$ cat config.mk
export PLATFORM = sky130hd
export DESIGN_NAME = front_middle_back_queue_core
export DESIGN_NICKNAME = d
export VERILOG_FILES = /design/src/fmbq_pkg.sv /design/src/fmbq_store.sv /design/src/front_middle_back_queue_core.sv
export SDC_FILE = /design/constraint.sdc
export NUM_CORES = 2
export LEC_CHECK = 0
export BUFFER_PORTS_ARGS = -buffer_cell sky130_fd_sc_hd__buf_2
export CORE_MARGIN = 2
export CORE_UTILIZATION = 40
export DETAILED_ROUTE_END_ITERATION = 12
export MAX_ROUTING_LAYER = met4
export SYNTH_ARGS = -nofsm -noshare
export SYNTH_HDL_FRONTEND = slang
export SYNTH_HIERARCHICAL = 1
export SYNTH_SLANG_ARGS = --single-unit
$ cat constraint.sdc
create_clock -name i_clk -period 9.8 [get_ports i_clk]
set_input_delay 1.96 -clock i_clk [delete_from_list [all_inputs] [get_ports i_clk]]
set_output_delay 1.96 -clock i_clk [all_outputs]
set_load 0.01 [all_outputs]
$ cat src/fmbq_pkg.sv
// fmbq_pkg: request codes, default sizes and the control word shared by the
// front/middle/back queue top level and its entry store. No dependencies.
`default_nettype none

package fmbq_pkg;

    // Fixed field widths of the request and result words
    localparam int REQ_W   = 3;
    localparam int VALUE_W = 32;

    // Default sizes
    localparam int DEPTH_DEF      = 16;
    localparam int WORD_WIDTH_DEF = 32;

    // Request codes
    localparam logic [REQ_W-1:0] REQ_PUSH_FRONT  = 3'd0;
    localparam logic [REQ_W-1:0] REQ_PUSH_MIDDLE = 3'd1;
    localparam logic [REQ_W-1:0] REQ_PUSH_BACK   = 3'd2;
    localparam logic [REQ_W-1:0] REQ_POP_FRONT   = 3'd3;
    localparam logic [REQ_W-1:0] REQ_POP_MIDDLE  = 3'd4;
    localparam logic [REQ_W-1:0] REQ_POP_BACK    = 3'd5;

    // Where in the sequence a request acts
    typedef enum logic [2:0] {
        SIDE_FRONT  = 3'b001,
        SIDE_MIDDLE = 3'b010,
        SIDE_BACK   = 3'b100
    } t_side;

    // One store update; push and pop are never both set
    typedef struct packed {
        logic  push;
        logic  pop;
        t_side side;
    } t_store_op;

endpackage

`default_nettype wire

$ cat src/fmbq_store.sv
// fmbq_store: register array and entry count of the queue, with the one-place
// shift that a push or pop needs. Depends on fmbq_pkg.
`default_nettype none

module fmbq_store #(
    parameter int DEPTH      = fmbq_pkg::DEPTH_DEF,
    parameter int WORD_WIDTH = fmbq_pkg::WORD_WIDTH_DEF
) (
    input  wire logic                           i_clk,
    input  wire logic                           i_rst_n,
    input  wire fmbq_pkg::t_store_op            i_op,
    input  wire logic [WORD_WIDTH-1:0]          i_word,
    output logic      [WORD_WIDTH-1:0]          o_rd_word,
    output logic      [$clog2(DEPTH+1)-1:0]     o_count
);

    localparam int AW = $clog2(DEPTH);
    localparam int CW = $clog2(DEPTH + 1);

    logic [WORD_WIDTH-1:0] r_entries [DEPTH];
    logic [WORD_WIDTH-1:0] n_entries [DEPTH];
    logic [WORD_WIDTH-1:0] w_left    [DEPTH];
    logic [WORD_WIDTH-1:0] w_right   [DEPTH];
    logic [CW-1:0]         r_count;
    logic [CW-1:0]         n_count;
    logic [CW-1:0]         w_cnt_m1;
    logic [CW-1:0]         w_pos_wide;
    logic [AW-1:0]         w_pos;

    assign w_cnt_m1 = r_count - CW'(1);

    // Position of the insert or removal
    always_comb begin
        w_pos_wide = '0;
        case (i_op.side)
            fmbq_pkg::SIDE_FRONT:  w_pos_wide = '0;
            fmbq_pkg::SIDE_MIDDLE: w_pos_wide = i_op.pop ? (w_cnt_m1 >> 1) : (r_count >> 1);
            fmbq_pkg::SIDE_BACK:   w_pos_wide = i_op.pop ? w_cnt_m1 : r_count;
            default:               w_pos_wide = '0;
        endcase
    end

    assign w_pos     = w_pos_wide[AW-1:0];
    assign o_rd_word = r_entries[w_pos];
    assign o_count   = r_count;

    for (genvar g = 0; g < DEPTH; g++) begin : g_entry
        if (g == 0) begin : g_first
            assign w_left[g] = i_word;
        end else begin : g_inner_l
            assign w_left[g] = r_entries[g-1];
        end
        if (g == DEPTH - 1) begin : g_last
            assign w_right[g] = r_entries[g];
        end else begin : g_inner_r
            assign w_right[g] = r_entries[g+1];
        end

        always_comb begin
            n_entries[g] = r_entries[g];
            if (i_op.push) begin
                if (AW'(g) == w_pos) begin
                    n_entries[g] = i_word;
                end else if (AW'(g) > w_pos) begin
                    n_entries[g] = w_left[g];
                end
            end else if (i_op.pop) begin
                if (AW'(g) >= w_pos) begin
                    n_entries[g] = w_right[g];
                end
            end
        end

        always_ff @(posedge i_clk) begin
            r_entries[g] <= n_entries[g];
        end
    end

    always_comb begin
        n_count = r_count;
        if (i_op.push) begin
            n_count = r_count + CW'(1);
        end else if (i_op.pop) begin
            n_count = w_cnt_m1;
        end
    end

    always_ff @(posedge i_clk) begin
        if (!i_rst_n) begin
            r_count <= '0;
        end else begin
            r_count <= n_count;
        end
    end

endmodule

`default_nettype wire

$ cat src/front_middle_back_queue_core.sv
// front_middle_back_queue_core: top level of the front/middle/back queue.
// Depends on fmbq_pkg and fmbq_store.
`default_nettype none

// The queue holds up to DEPTH signed words in order and takes one request
// per word on the input channel: push or pop at the front, the middle or the
// back. A middle push with n words held inserts at position n/2 (rounded
// down), a middle pop removes position (n-1)/2. Every request gives exactly
// one result word: the popped value sign-extended to 32 bits (zero for
// pushes), an empty flag for a pop on an empty queue, a full flag for a push
// dropped on a full queue, and the occupancy after the request. Request codes
// 6 and 7 change nothing and report no error. The block sustains one request
// per clock while the result channel is not stalled; a request goes from the
// input register through the entry array update into the result register,
// which it enters when that register is free or being drained. The limit is
// the single shift of the register array per cycle. Both channels use
// valid/stall; the input register and the result register let a new request
// enter while a finished result still waits.
module front_middle_back_queue_core #(
    parameter int DEPTH      = fmbq_pkg::DEPTH_DEF,
    parameter int WORD_WIDTH = fmbq_pkg::WORD_WIDTH_DEF
) (
    input  wire logic                              i_clk,
    input  wire logic                              i_rst_n,
    // request channel
    input  wire logic                              i_in_valid,
    output logic                                   o_in_stall,
    input  wire logic [fmbq_pkg::REQ_W-1:0]        i_req_type,
    input  wire logic signed [fmbq_pkg::VALUE_W-1:0] i_push_value,
    // result channel
    output logic                                   o_out_valid,
    input  wire logic                              i_out_stall,
    output logic signed [fmbq_pkg::VALUE_W-1:0]    o_pop_value,
    output logic                                   o_empty_error,
    output logic                                   o_full_error,
    output logic      [$clog2(DEPTH+1)-1:0]        o_occupancy
);

    localparam int CW = $clog2(DEPTH + 1);
    // sign-extension width: at least as wide as the result field
    localparam int XW = (WORD_WIDTH > fmbq_pkg::VALUE_W) ? WORD_WIDTH : fmbq_pkg::VALUE_W;

    // input register
    logic                              r_in_valid;
    logic [fmbq_pkg::REQ_W-1:0]        r_req;
    logic [fmbq_pkg::VALUE_W-1:0]      r_push;

    // result register
    logic                              r_out_valid;
    logic [fmbq_pkg::VALUE_W-1:0]      r_pop_value;
    logic                              r_empty_error;
    logic                              r_full_error;
    logic [CW-1:0]                     r_occupancy;

    logic                  w_fire;
    logic                  w_is_push;
    logic                  w_is_pop;
    fmbq_pkg::t_side       w_side;
    logic                  w_full;
    logic                  w_empty;
    fmbq_pkg::t_store_op   w_op;
    logic [WORD_WIDTH-1:0] w_word;
    logic [WORD_WIDTH-1:0] w_rd_word;
    logic [XW-1:0]         w_rd_ext;
    logic [CW-1:0]         w_count;
    logic [CW-1:0]         n_occupancy;

    // Advance the request into the result register when that register is
    // free or being drained this cycle.
    assign w_fire     = r_in_valid && (!r_out_valid || !i_out_stall);
    // Hold the input register while its request cannot advance.
    assign o_in_stall = r_in_valid && !w_fire;

    always_ff @(posedge i_clk) begin
        if (!i_rst_n) begin
            r_in_valid <= 1'b0;
        end else if (!o_in_stall) begin
            r_in_valid <= i_in_valid;
        end
    end

    always_ff @(posedge i_clk) begin
        if (!o_in_stall && i_in_valid) begin
            r_req  <= i_req_type;
            r_push <= $unsigned(i_push_value);
        end
    end

    // Decode the request code.
    always_comb begin
        w_is_push = 1'b0;
        w_is_pop  = 1'b0;
        w_side    = fmbq_pkg::SIDE_FRONT;
        case (r_req)
            fmbq_pkg::REQ_PUSH_FRONT: begin
                w_is_push = 1'b1;
                w_side    = fmbq_pkg::SIDE_FRONT;
            end
            fmbq_pkg::REQ_PUSH_MIDDLE: begin
                w_is_push = 1'b1;
                w_side    = fmbq_pkg::SIDE_MIDDLE;
            end
            fmbq_pkg::REQ_PUSH_BACK: begin
                w_is_push = 1'b1;
                w_side    = fmbq_pkg::SIDE_BACK;
            end
            fmbq_pkg::REQ_POP_FRONT: begin
                w_is_pop = 1'b1;
                w_side   = fmbq_pkg::SIDE_FRONT;
            end
            fmbq_pkg::REQ_POP_MIDDLE: begin
                w_is_pop = 1'b1;
                w_side   = fmbq_pkg::SIDE_MIDDLE;
            end
            fmbq_pkg::REQ_POP_BACK: begin
                w_is_pop = 1'b1;
                w_side   = fmbq_pkg::SIDE_BACK;
            end
            default: begin
                // unused codes: leave the queue alone
                w_is_push = 1'b0;
                w_is_pop  = 1'b0;
            end
        endcase
    end

    assign w_full  = (w_count == CW'(DEPTH));
    assign w_empty = (w_count == '0);

    // Drop pushes on a full queue and pops on an empty one.
    assign w_op.push = w_fire && w_is_push && !w_full;
    assign w_op.pop  = w_fire && w_is_pop && !w_empty;
    assign w_op.side = w_side;

    // Store the low WORD_WIDTH bits of the word, zero-filled above 32 bits.
    assign w_word = WORD_WIDTH'(r_push);

    fmbq_store #(
        .DEPTH      (DEPTH),
        .WORD_WIDTH (WORD_WIDTH)
    ) u_store (
        .i_clk     (i_clk),
        .i_rst_n   (i_rst_n),
        .i_op      (w_op),
        .i_word    (w_word),
        .o_rd_word (w_rd_word),
        .o_count   (w_count)
    );

    // Sign-extend the popped word from WORD_WIDTH bits.
    assign w_rd_ext = XW'(signed'(w_rd_word));

    always_comb begin
        n_occupancy = w_count;
        if (w_op.push) begin
            n_occupancy = w_count + CW'(1);
        end else if (w_op.pop) begin
            n_occupancy = w_count - CW'(1);
        end
    end

    always_ff @(posedge i_clk) begin
        if (!i_rst_n) begin
            r_out_valid <= 1'b0;
        end else if (w_fire) begin
            r_out_valid <= 1'b1;
        end else if (!i_out_stall) begin
            r_out_valid <= 1'b0;
        end
    end

    always_ff @(posedge i_clk) begin
        if (w_fire) begin
            r_pop_value   <= w_op.pop ? w_rd_ext[fmbq_pkg::VALUE_W-1:0] : '0;
            r_empty_error <= w_is_pop && w_empty;
            r_full_error  <= w_is_push && w_full;
            r_occupancy   <= n_occupancy;
        end
    end

    assign o_out_valid   = r_out_valid;
    assign o_pop_value   = signed'(r_pop_value);
    assign o_empty_error = r_empty_error;
    assign o_full_error  = r_full_error;
    assign o_occupancy   = r_occupancy;

endmodule

`default_nettype wire

==> results.txt <==
The run finished, with violations left. The final reports fail on max-capacitance violations, max-slew violations. The max-slew violation count came out at 17.

The largest stage delay on the critical path came out at 900 ps. The data arrival time of the critical path is approximately 7600 ps. The starting utilization of the core area came out at 0.403.

The clock passes through at most 3 buffers. Yosys attributes the largest share of cell area to sky130_fd_sc_hd__edfxtp_1 (53%), sky130_fd_sc_hd__mux4_2 (8.8%), sky130_fd_sc_hd__mux2i_1 (5.8%). The die height is 291 um. Gates resized during post-CTS repair numbered 0.

The most frequently used flop master after synthesis is sky130_fd_sc_hd__edfxtp_1. The final weighted congestion of routability-driven global placement came out at 0.832. On the critical path, the stage with the largest delay is an instance of sky130_fd_sc_hd__a21oi_4.

The synthesized netlist contains 83 unique library cells. Setup repair after global routing left no endpoint under its margin. Counting flops with a built-in enable in the synthesized netlist gives 586. The number of iterations in the first detailed-routing pass is 6.

The net count reported at finish came out at 2,747. The number of buffer and inverter stages on the critical path is 4. In this run the tool buffered the top-level ports with roughly 80 buffer cells. The peak clock frequency supported by timing is 0.140 GHz.

For the worst setup path, the data required time is 10,270 ps. The die outline area came out at 84,600 um2. The leakage component of the power came out at 12.9 nW. Across the VDD grid, the largest voltage drop is 0.118 mV.

Hold repair after CTS inserted 0 buffers. The H-tree generated during clock tree synthesis spans 3 levels. The clock tree from TritonCTS is yes. The share of the clock period used by the worst path after layout is 0.731. The total via count in the routed design is 24,400. The net switching power is approximately 0.0015 W. Max-cap violations in this run came to 1. The ratio of routed vias to standard cells came out at 6.39. The part of the power in the clock network came out at 0.413.

The largest total area in the synthesized netlist belongs to sky130_fd_sc_hd__edfxtp_1. The share of synthesized area in the top cell type comes to 0.535. Once detailed placement completed, the half-perimeter wirelength came to 57,700 um.

On the critical path the largest part of the delay comes from simple AND/OR/NAND/NOR gates. Of the total power, the share spent switching nets is 0.245. The remaining global-route overflow is 0.

Hold is met by 530 ps. The number of CTS-inserted buffers came out at 69. The category of the critical setup timing path is input port to flop.

In the synthesized netlist, the cells that appear most often are sky130_fd_sc_hd__edfxtp_1 (586), sky130_fd_sc_hd__nor2_1 (367), sky130_fd_sc_hd__nand2_1 (295). The share of cells above drive strength 1 is 0.167. Setup total negative slack on the finished layout was measured at 0 ps. The number of global-route vias before repair is around 24,000. The top-level I/O count came out at 80.

In this run, the number of DRC markers left after iteration 0 of detailed routing was approximately 3,200. Traced cell by cell, the critical path runs through buf_2 -> a21boi_4 -> buf_4 -> o21ai_0 -> nor2_1 -> nor4b_4 -> xnor2_2 -> nand3_1 -> a21oi_4 -> buf_4 -> nor2b_4 -> buf_4 -> a221o_1. The min-delay analysis places its worst path in the category flop to flop.

The post-synthesis sequential area ratio came out at 0.539. The clock slew at the register clock pins of the worst setup and hold paths came out at roughly 50 ps. The layout filler cell count is around 7,400. The post-synth design cell area is 32,900 um2. The post-synthesis net count came out at 2,837. The post-detailed-route DRC marker count came out at 0. In this run the worst path has a maximum fanout of 43.

The number of antenna violations at the first check in global routing is 3. Yosys printed 6 warnings. On the final layout, the worst clock skew is 20.6 ps. The total area inside the core boundary comes to around 82,000 um2. Of the total power, combinational logic draws 0.080. The floorplan has about 110 rows. The number of setup violations in the final report came out at 0. The sequential power share is 0.507. The clock network latency to the later pin of the worst-skew pair is around 620 ps.

By instance count, the leading cell after synthesis is sky130_fd_sc_hd__edfxtp_1. The worst pin sits at a relative slew slack of -0.0410. The cell seen most often among critical-path stages is sky130_fd_sc_hd__buf_4. The total number of clock tree sinks came out at 593. The async set-or-reset flop fraction in the synthesized netlist is 0. The slew at the pin closest to its max-slew limit is 1560 ps. After layout, the minimum clock period comes to 7160 ps. The aggregate routed wire length is between 100,000 and 150,000 um. The power per cell area came out at 165 nW/um2. The number of synthesized register bits is 593. In the final routed layout, each cell accounts on average for between 20 and 30 um. Synthesis handed over a netlist of 2,794 instances. After clock tree synthesis, the setup repair step added 0 buffers.

The pin count of the biggest net entering global routing came out at around 200. From synthesis to final layout, the design area changed by 9.84%. The internal portion of the total power is 0.00450 W.

STA classifies the critical path startpoint as an input port. The remaining antenna violation count after routing is 0. Clock tree synthesis selected as its root buffer the cell sky130_fd_sc_hd__clkbuf_16. The x dimension of the die came out at 291 um.

The first global-routing pass estimated 155,000 um of wire. For this run, the total global-route usage over all layers was measured as 0.247. The endpoint kind of the worst setup timing path is a flop. The hold violation count in the final report came out at 0. Each instance of the synthesized netlist takes up on average 11.8 um2.
path summary, 6_finish.rpt:
path | start | endpoint | slack, ps | cells past startpoint
setup / recovery | i_out_stall | u_store/r_entries[7][31]$_DFFE_PP_ | 2640 | 13
hold / removal | r_in_valid$_SDFFE_PN0N_ | o_out_valid$_SDFFE_PN0P_ | 530 | 2
setup reg to reg | r_in_valid$_SDFFE_PN0N_ | u_store/r_entries[7][31]$_DFFE_PP_ | 3750 | 12
hold reg to reg | r_in_valid$_SDFFE_PN0N_ | o_out_valid$_SDFFE_PN0P_ | 530 | 2
tightest hold or removal path: stages (launching register included):
cell,delay [ps]
sky130_fd_sc_hd__dfxtp_1,340
sky130_fd_sc_hd__a21oi_1,50
sky130_fd_sc_hd__nor2b_1,100
routing by layer:
metal | part of all wire | GRT usage | vias up | routed length, um
met4 | 0.026 | 0.0767 | 0 | 2720
met1 | 0.41 | 0.328 | 12400 | 42500
met5 | 0 | - | - | 0
met3 | 0.093 | 0.0454 | 207 | 9670
met2 | 0.47 | 0.386 | 1413 | 49100
li1 | - | - | 10500 | -
cell type report:
| type | count | area (um2) | area share |
|---|---|---|---|
| flip-flops and latches | 593 | 17700 | 0.491 |
| diodes | 1 | 2.50 | 0.0000692 |
| clock inverters | 31 | 214 | 0.00592 |
| clock buffers | 90 | 1890 | 0.0523 |
| well taps | 1070 | 1340 | 0.0370 |
| inverters | 6 | 22.5 | 0.000623 |
| multi-input cells | 1898 | 14100 | 0.389 |
| repair buffers | 136 | 886 | 0.0245 |
metrics by stage:
step                      cells  total power, W  setup WS (ps)   util  area (um2)
after floorplan            2794         0.00336           1950      -       32900
after global placement     3703         0.00352           2260  0.417       34000
after detailed placement   3703         0.00354           2110  0.417       34000
after CTS                  3824         0.00600           2740  0.442       36100
after global routing       3825         0.00616           2420  0.442       36200
final                      3825         0.00596           2640  0.442       36200
registers in the layout, summed over array words and instances, names as in the netlist:
| name | cells |
|---|---|
| o_out_valid | 1 |
| o_pop_value | 32 |
| o_full_error | 1 |
| r_push | 32 |
| u_store/r_entries | 512 |
| u_store/o_count | 5 |
| o_occupancy | 5 |
| o_empty_error | 1 |
| r_req | 3 |
| r_in_valid | 1 |
power by group through the flow:
stage | clock, W | sequential, W | combinational (W)
after floorplan | 0 | 0.00301 | 0.000348
after global placement | 0 | 0.00307 | 0.000457
after detailed placement | 0 | 0.00307 | 0.000472
after CTS | 0.00251 | 0.00302 | 0.000473
after global routing | 0.00261 | 0.00303 | 0.000514
final | 0.00246 | 0.00302 | 0.000478
placed cells by master, fill, tap and decap left out, types with 11 or more instances in the layout:
master / n
sky130_fd_sc_hd__o21ai_0: 22
sky130_fd_sc_hd__clkbuf_1: 17
sky130_fd_sc_hd__nand2_1: 295
sky130_fd_sc_hd__a31oi_1: 160
sky130_fd_sc_hd__a21oi_1: 198
sky130_fd_sc_hd__edfxtp_1: 586
sky130_fd_sc_hd__mux4_2: 128
sky130_fd_sc_hd__buf_4: 52
sky130_fd_sc_hd__clkbuf_16: 73
sky130_fd_sc_hd__nor2_1: 362
sky130_fd_sc_hd__nor2b_1: 101
sky130_fd_sc_hd__a21oi_4: 11
sky130_fd_sc_hd__clkinv_1: 18
sky130_fd_sc_hd__mux2_2: 34
sky130_fd_sc_hd__buf_2: 79
sky130_fd_sc_hd__mux2_1: 30
sky130_fd_sc_hd__and3_1: 31
sky130_fd_sc_hd__a221o_1: 96
sky130_fd_sc_hd__o21ai_1: 17
sky130_fd_sc_hd__mux2i_1: 192
sky130_fd_sc_hd__a22oi_1: 66
sky130_fd_sc_hd__nand3_1: 37
logic make-up after synthesis:
family	count (synthesis)	share of synthesized area
xor gates and xnor gates	12	0.00388
DFF	593	0.539
AOI/OAI and AO/OA	611	0.125
buffers and inverters	303	0.0430
adders and majority gates	4	0.00152
and+or+nand+nor	887	0.120
muxes	384	0.168
No activity file was read; power rests on OpenSTA's default activity.
